$ cat src/design/tdp_pkg.sv
// ----------------------------------------------------------------------------
// Trial division prime test package
// Shared widths and the result bundle of the iterative divider.
// ----------------------------------------------------------------------------
`default_nettype none

package tdp_pkg;

  // Width of the candidate number (4 to 64).
  localparam int unsigned NUM_WIDTH = 32;

  // Bits of a counter that steps through one quotient bit per cycle.
  localparam int unsigned CNT_W = (NUM_WIDTH > 1) ? $clog2(NUM_WIDTH) : 1;

  // Stream data widths, rounded up to whole bytes.
  localparam int unsigned IN_TDATA_W  = ((NUM_WIDTH + 7) / 8) * 8;
  localparam int unsigned OUT_TDATA_W = 8;

  // Divider result, valid in the cycle that done is high.
  typedef struct packed {
    logic                 done;
    logic [NUM_WIDTH-1:0] quotient;
    logic [NUM_WIDTH-1:0] remainder;
  } div_res_t;

endpackage

`default_nettype wire

$ cat src/design/trial_division_prime_test_unit.sv
// ----------------------------------------------------------------------------
// Trial division prime test unit
// Tests one unsigned candidate per item for primality using 6k-1 / 6k+1 trial
// divisors and a shared multi-cycle divider.
// ----------------------------------------------------------------------------
// Usage:
//   The input channel (in_*) takes one candidate per item. The result channel
//   (out_*) returns exactly one item per candidate, carrying is_prime.
//   Zero and one yield 0, two and three yield 1, and even candidates are
//   settled by their low bit. Every other candidate goes through one shared
//   restoring divider that produces one quotient bit per cycle. The
//   candidate is first divided by 3, then by each pair 6k-1 and 6k+1; the
//   division by 6k-1 also gives the quotient that ends the search once 6k-1
//   exceeds candidate / (6k-1). A prime near 2^32 needs about 2 * 10900
//   divisions; composites stop at the first exact division.
//   The unit holds in_tready low while a candidate is being tested and
//   raises it again once the result sits in the output register, so the
//   next candidate can be taken while that result still waits.
//   If the receiver stalls with out_tvalid high, a finished test waits in its
//   final state until the output register frees up.
//   Synchronous reset (rst_n low) drops any test in progress and any pending
//   result; the unit then comes up idle and ready.
// ----------------------------------------------------------------------------
`default_nettype none

module trial_division_prime_test_unit (
  input  wire logic                            clk,
  input  wire logic                            rst_n,
  input  wire logic                            in_tvalid,
  output      logic                            in_tready,
  input  wire logic [tdp_pkg::IN_TDATA_W-1:0]  in_tdata,   // [NUM_WIDTH-1:0] candidate
  output      logic                            out_tvalid,
  input  wire logic                            out_tready,
  output      logic [tdp_pkg::OUT_TDATA_W-1:0] out_tdata   // [0] is_prime, rest zero
);

  typedef enum logic [2:0] {
    ST_IDLE,
    ST_MOD3,
    ST_LO,
    ST_HI,
    ST_RESULT
  } state_t;

  localparam int unsigned W = tdp_pkg::NUM_WIDTH;

  state_t          state_r, state_nxt;
  logic [W-1:0]    num_r, num_nxt;       // candidate under test
  logic [W-1:0]    lo_r, lo_nxt;         // current 6k-1 divisor
  logic [W-1:0]    den_r, den_nxt;       // divisor handed to the divider
  logic            div_start_r, div_start_nxt;
  logic            verdict_r, verdict_nxt;
  logic            out_valid_r, out_valid_nxt;
  logic            out_bit_r, out_bit_nxt;
  logic [W-1:0]    cand;
  tdp_pkg::div_res_t div_res;

  assign cand = in_tdata[W-1:0];

  tdp_divider u_div (
    .clk      (clk),
    .rst_n    (rst_n),
    .start    (div_start_r),
    .dividend (num_r),
    .divisor  (den_r),
    .res      (div_res)
  );

  always_comb begin
    state_nxt     = state_r;
    num_nxt       = num_r;
    lo_nxt        = lo_r;
    den_nxt       = den_r;
    div_start_nxt = 1'b0;
    verdict_nxt   = verdict_r;
    out_valid_nxt = out_valid_r;
    out_bit_nxt   = out_bit_r;

    if (out_valid_r && out_tready) begin
      out_valid_nxt = 1'b0;
    end

    unique case (state_r)
      ST_IDLE: begin
        if (in_tvalid) begin
          num_nxt = cand;
          if (cand < W'(2)) begin
            verdict_nxt = 1'b0;
            state_nxt   = ST_RESULT;
          end else if (cand == W'(2) || cand == W'(3)) begin
            verdict_nxt = 1'b1;
            state_nxt   = ST_RESULT;
          end else if (!cand[0]) begin
            verdict_nxt = 1'b0;
            state_nxt   = ST_RESULT;
          end else begin
            den_nxt       = W'(3);
            div_start_nxt = 1'b1;
            state_nxt     = ST_MOD3;
          end
        end
      end
      ST_MOD3: begin
        if (div_res.done) begin
          if (div_res.remainder == '0) begin
            verdict_nxt = 1'b0;
            state_nxt   = ST_RESULT;
          end else begin
            lo_nxt        = W'(5);
            den_nxt       = W'(5);
            div_start_nxt = 1'b1;
            state_nxt     = ST_LO;
          end
        end
      end
      ST_LO: begin
        // The quotient of candidate / lo bounds the search.
        if (div_res.done) begin
          if (lo_r > div_res.quotient) begin
            verdict_nxt = 1'b1;
            state_nxt   = ST_RESULT;
          end else if (div_res.remainder == '0) begin
            verdict_nxt = 1'b0;
            state_nxt   = ST_RESULT;
          end else begin
            den_nxt       = lo_r + W'(2);
            div_start_nxt = 1'b1;
            state_nxt     = ST_HI;
          end
        end
      end
      ST_HI: begin
        if (div_res.done) begin
          if (div_res.remainder == '0) begin
            verdict_nxt = 1'b0;
            state_nxt   = ST_RESULT;
          end else begin
            lo_nxt        = lo_r + W'(6);
            den_nxt       = lo_r + W'(6);
            div_start_nxt = 1'b1;
            state_nxt     = ST_LO;
          end
        end
      end
      ST_RESULT: begin
        if (!out_valid_r || out_tready) begin
          out_valid_nxt = 1'b1;
          out_bit_nxt   = verdict_r;
          state_nxt     = ST_IDLE;
        end
      end
      default: begin
        state_nxt = ST_IDLE;
      end
    endcase
  end

  always_ff @(posedge clk) begin
    if (!rst_n) begin
      state_r     <= ST_IDLE;
      div_start_r <= 1'b0;
      out_valid_r <= 1'b0;
    end else begin
      state_r     <= state_nxt;
      div_start_r <= div_start_nxt;
      out_valid_r <= out_valid_nxt;
    end
    num_r     <= num_nxt;
    lo_r      <= lo_nxt;
    den_r     <= den_nxt;
    verdict_r <= verdict_nxt;
    out_bit_r <= out_bit_nxt;
  end

  assign in_tready  = (state_r == ST_IDLE);
  assign out_tvalid = out_valid_r;
  assign out_tdata  = {(tdp_pkg::OUT_TDATA_W - 1)'(0), out_bit_r};

endmodule

`default_nettype wire

$ cat src/design/tdp_divider.sv
// ----------------------------------------------------------------------------
// Trial division prime test divider
// Restoring divider, one quotient bit per cycle, shared by all trial divisors.
// ----------------------------------------------------------------------------
`default_nettype none

module tdp_divider (
  input  wire logic                          clk,
  input  wire logic                          rst_n,
  input  wire logic                          start,
  input  wire logic [tdp_pkg::NUM_WIDTH-1:0] dividend,
  input  wire logic [tdp_pkg::NUM_WIDTH-1:0] divisor,
  output tdp_pkg::div_res_t                  res
);

  logic                            busy_r, busy_nxt;
  logic                            done_r, done_nxt;
  logic [tdp_pkg::CNT_W-1:0]       cnt_r, cnt_nxt;
  logic [tdp_pkg::NUM_WIDTH-1:0]   rem_r, rem_nxt;
  logic [tdp_pkg::NUM_WIDTH-1:0]   quo_r, quo_nxt;
  logic [tdp_pkg::NUM_WIDTH-1:0]   den_r, den_nxt;
  logic [tdp_pkg::NUM_WIDTH:0]     trial;
  logic [tdp_pkg::NUM_WIDTH:0]     diff;
  logic                            fits;

  // Bring down the next dividend bit and try to subtract the divisor.
  assign trial = {rem_r, quo_r[tdp_pkg::NUM_WIDTH-1]};
  assign diff  = trial - {1'b0, den_r};
  assign fits  = (trial >= {1'b0, den_r});

  always_comb begin
    busy_nxt = busy_r;
    done_nxt = 1'b0;
    cnt_nxt  = cnt_r;
    rem_nxt  = rem_r;
    quo_nxt  = quo_r;
    den_nxt  = den_r;
    if (start) begin
      busy_nxt = 1'b1;
      cnt_nxt  = tdp_pkg::CNT_W'(tdp_pkg::NUM_WIDTH - 1);
      rem_nxt  = '0;
      quo_nxt  = dividend;
      den_nxt  = divisor;
    end else if (busy_r) begin
      rem_nxt = fits ? diff[tdp_pkg::NUM_WIDTH-1:0] : trial[tdp_pkg::NUM_WIDTH-1:0];
      quo_nxt = {quo_r[tdp_pkg::NUM_WIDTH-2:0], fits};
      cnt_nxt = cnt_r - 1'b1;
      if (cnt_r == '0) begin
        busy_nxt = 1'b0;
        done_nxt = 1'b1;
      end
    end
  end

  always_ff @(posedge clk) begin
    if (!rst_n) begin
      busy_r <= 1'b0;
      done_r <= 1'b0;
    end else begin
      busy_r <= busy_nxt;
      done_r <= done_nxt;
    end
    cnt_r <= cnt_nxt;
    rem_r <= rem_nxt;
    quo_r <= quo_nxt;
    den_r <= den_nxt;
  end

  assign res.done      = done_r;
  assign res.quotient  = quo_r;
  assign res.remainder = rem_r;

endmodule

`default_nettype wire
$ cat config.mk
export PLATFORM = sky130hd
export DESIGN_NAME = trial_division_prime_test_unit
export DESIGN_NICKNAME = d
export VERILOG_FILES = /design/src/design/tdp_pkg.sv /design/src/design/trial_division_prime_test_unit.sv /design/src/design/tdp_divider.sv
export SDC_FILE = /design/constraint.sdc
export NUM_CORES = 1
export LEC_CHECK = 0
export ABC_AREA = 1
export BUFFER_PORTS_ARGS = -buffer_cell sky130_fd_sc_hd__buf_4
export CORE_ASPECT_RATIO = 0.6
export CORE_MARGIN = 4
export CORE_UTILIZATION = 52
export DETAILED_ROUTE_END_ITERATION = 16
export GPL_TIMING_DRIVEN = 0
export HOLD_SLACK_MARGIN = 0.12
export PLACE_DENSITY_LB_ADDON = 0.25
export SLEW_MARGIN = 30
export SYNTH_ARGS = -nofsm -noshare
export SYNTH_HDL_FRONTEND = slang
export SYNTH_SLANG_ARGS = --single-unit
$ cat constraint.sdc
create_clock -name clk -period 3 [get_ports clk]
set_input_delay 0.15 -clock clk [delete_from_list [all_inputs] [get_ports clk]]
set_output_delay 0.15 -clock clk [all_outputs]
set_load 0.03 [all_outputs]
==> results_dict.tcl <==
set metrics [dict create \
    outcome "complete, no violations" \
    cts_buffer_depth 3 \
    start_util_pct 53.1 \
    clock_sinks 205 \
    fp.dieW_um 207 \
    path_max_fanout 16 \
    yosysTopAreaCell "edfxtp_1" \
    ant_nets 0 \
    setup_viol 0 \
    fmax_mhz 361 \
    cts_inserted_buffers 21 \
    fin_nets 1748 \
    finalSetupTns_ns 0 \
    syn_inst 1539 \
    synth_edf_count 161 \
    rsz0062_at_grt "no" \
    power_mw 6.52 \
    core_area_um2 23200 \
    synth_ff_type "edfxtp_1" \
    ys_seq_elements 205 \
    first_global_vias 9780 \
    grt_max_degree 34 \
    drt_iter0_drc 1232 \
    synth.top_cells.by_area "edfxtp_1 (39%), nand2_1 (13%), dfxtp_1 (7.2%)" \
    via_count 10950 \
    cts_tree "yes" \
    synth_most_common_cell "nand2_1" \
    hold_slack_ns 0.353 \
    power.density_nw_per_um2 462 \
    leakage_nw 6.17 \
    slew_headroom_pct 49.5 \
    dieArea_um2 26300 \
    layout.cells.non_filler 1973 \
    slew_violations 0 \
    antenna_found_initial 0 \
    dp_cells 1901 \
    hold_path.class "input port to flop" \
    worstSetupPathType "flop to flop" \
    grt_overflow 0 \
    clk_pin_slew_worst_paths_ns 0.06 \
    via_per_inst 5.55 \
    synth_area_um2 12300 \
    synth_top_area_share_pct 39.3 \
    ys_types 53 \
    synthToLayoutAreaGrowth_pct 14.8 \
    hpwl_um 28000 \
    finalHoldViolations 0 \
    worst_setup_path_end_kind "flop" \
    cp.arrival_ns 2.97 \
    grt_pass1_wl_um 54900 \
    synth_seq_area_share_pct 46.4 \
    globalRouteTotalUtil_pct 27.0 \
    routed_wl_um 36100 \
    dp_slack_ns -0.137 \
    worstPathRequired_ns 3.20 \
    fin_worst_skew_ns 0.0297 \
    n_antenna_cell 0 \
    worst_ir_drop_vdd_mv 0.322 \
    root_buffer "clkbuf_16" \
    clk_latency_ns 0.53 \
    dr.pass1.iters 6 \
    ys_warn_count 0 \
    rows 43 \
    synth_common_cells "nand2_1 (410), inv_1 (228), nor2_1 (162)" \
    port_buffers 38 \
    io_pins 46 \
    worst_pin_slew_ns 0.757 \
    htreeDepth 1 \
    wire_per_inst_um 18.3 \
    async_flop_share_pct 0 \
    drive_gt1_share_pct 7.90 \
    syn_avg_cell_area_um2 8.00 \
    drcViolationCount 0 \
    die_h_um 127 \
    cap_viol_max_count 0 \
    cts_setup_buffers 0 \
    worstSetupStartpointType "flop" \
    setup_ws_ns 0.233 \
    min_period_ns 2.77 \
    gp_congestion 1.08 \
    finalCritPeriodShare_pct 92.2 \
]
==> power breakdown <==
part	internal [mW]	switching, mW	total (mW)
sequential	3.25	0.0609	3.31
clock	1.38	1.13	2.51
combinational	0.238	0.459	0.697
==> cell families (layout without fill, tap and decap cells) <==
family / count (synthesis) / after routing / share of synthesized area [%]
buf+inv: 267 / 379 / 8.84
simple gates: 774 / 775 / 26.8
fa+ha+maj: 67 / 67 / 6.87
flops: 205 / 205 / 46.4
xor+xnor: 25 / 25 / 1.78
other cells: 2 / 8 / 0.0610
compound gates: 199 / 199 / 9.24
==> worst max-delay path: stages, from the launching register on <==
cell and delay [ns]:
edfxtp_1 0.49, ha_1 0.35, nand2_1 0.05, nor2_1 0.13
nand4_1 0.28, nor2_1 0.22, nand4_1 0.14, nand2_1 0.10
nand3_1 0.10, nand2_1 0.13, nand2_2 0.18, nand2_8 0.23
==> cell usage in the layout, fill, tap and decap left out, types with 7 or more instances in the layout <==
cell type      netlist  routed
a31o_2               7       7
xor2_1              11      11
nor2_1             162     160
clkbuf_16            0      21
nand3b_1             7       7
nand4_1             23      23
o21ai_0             72      72
edfxtp_1           161     161
a21oi_1             71      71
nor4_1               7       7
dlygate4sd3_1        0      35
clkbuf_1            19      22
nand3_1            106     106
o22ai_1             12      12
xnor2_1             14      14
nand2_1            410     408
dfxtp_1             44      43
buf_4               12      50
nor3_1              30      30
inv_1              228     227
conb_1               2       8
nor2_2               7       7
nand2_2              6       7
ha_1                66      66
==> routing by layer <==
| layer | vias to the layer above | GRT usage, % | part of all wire (%) | wire (µm) |
|---|---|---|---|---|
| met1 | 5073 | 44.9 | 49 | 17800 |
| met4 | 2 | 3.44 | 0.90 | 325 |
| met3 | 30 | 10.5 | 14 | 5020 |
| li1 | 5295 | - | - | - |
| met2 | 550 | 32.7 | 36 | 12900 |
| met5 | - | 3.01 | 0.29 | 103 |
==> final timing paths <==
path	start	end	slack, ns	cells past startpoint
max	lo_r[21]	den_r[16]	0.23	11
min	in_tdata[28]	num_r[28]	0.35	2
max reg2reg	lo_r[21]	den_r[16]	0.23	11
min reg2reg	den_r[8]	u_div.den_r[8]	0.40	0
==> repair_timing <==
item / CTS / global route
setup endpoints to repair: 32 / 32
cloned: 0 / 1
hold buffers: 35 / 0
hold endpoints to repair: 41 / 0
resized for setup: 1 / 3
pin swaps: 0 / 1
==> sequential cells by signal, indices dropped and copies added (netlist names) <==
signal        flops
num_r            32
out_tvalid        1
den_r            32
u_div.done_r      1
u_div.cnt_r       5
lo_r             31
verdict_r         1
div_start_r       1
u_div.quo_r      32
u_div.den_r      32
state_r           3
out_bit_r         1
u_div.busy_r      1
u_div.rem_r      32
==> per-stage QoR <==
step	util (%)	cell area, µm²
after floorplan	-	12300
after global placement	56.1	13000
after detailed placement	56.5	13100
after CTS	60.8	14100
after global routing	60.9	14100
final	60.9	14100
==> layout make-up <==
class / count / area, µm²
buffer: 39 / 231
clock buffer: 24 / 537
clock inverter: 12 / 101
fill: 2068 / 9060
inverter: 228 / 856
multi-input combinational: 1074 / 5580
sequential: 205 / 5720
tap: 315 / 394
timing repair buffer: 76 / 711
Power figures use the tool's default switching activity.
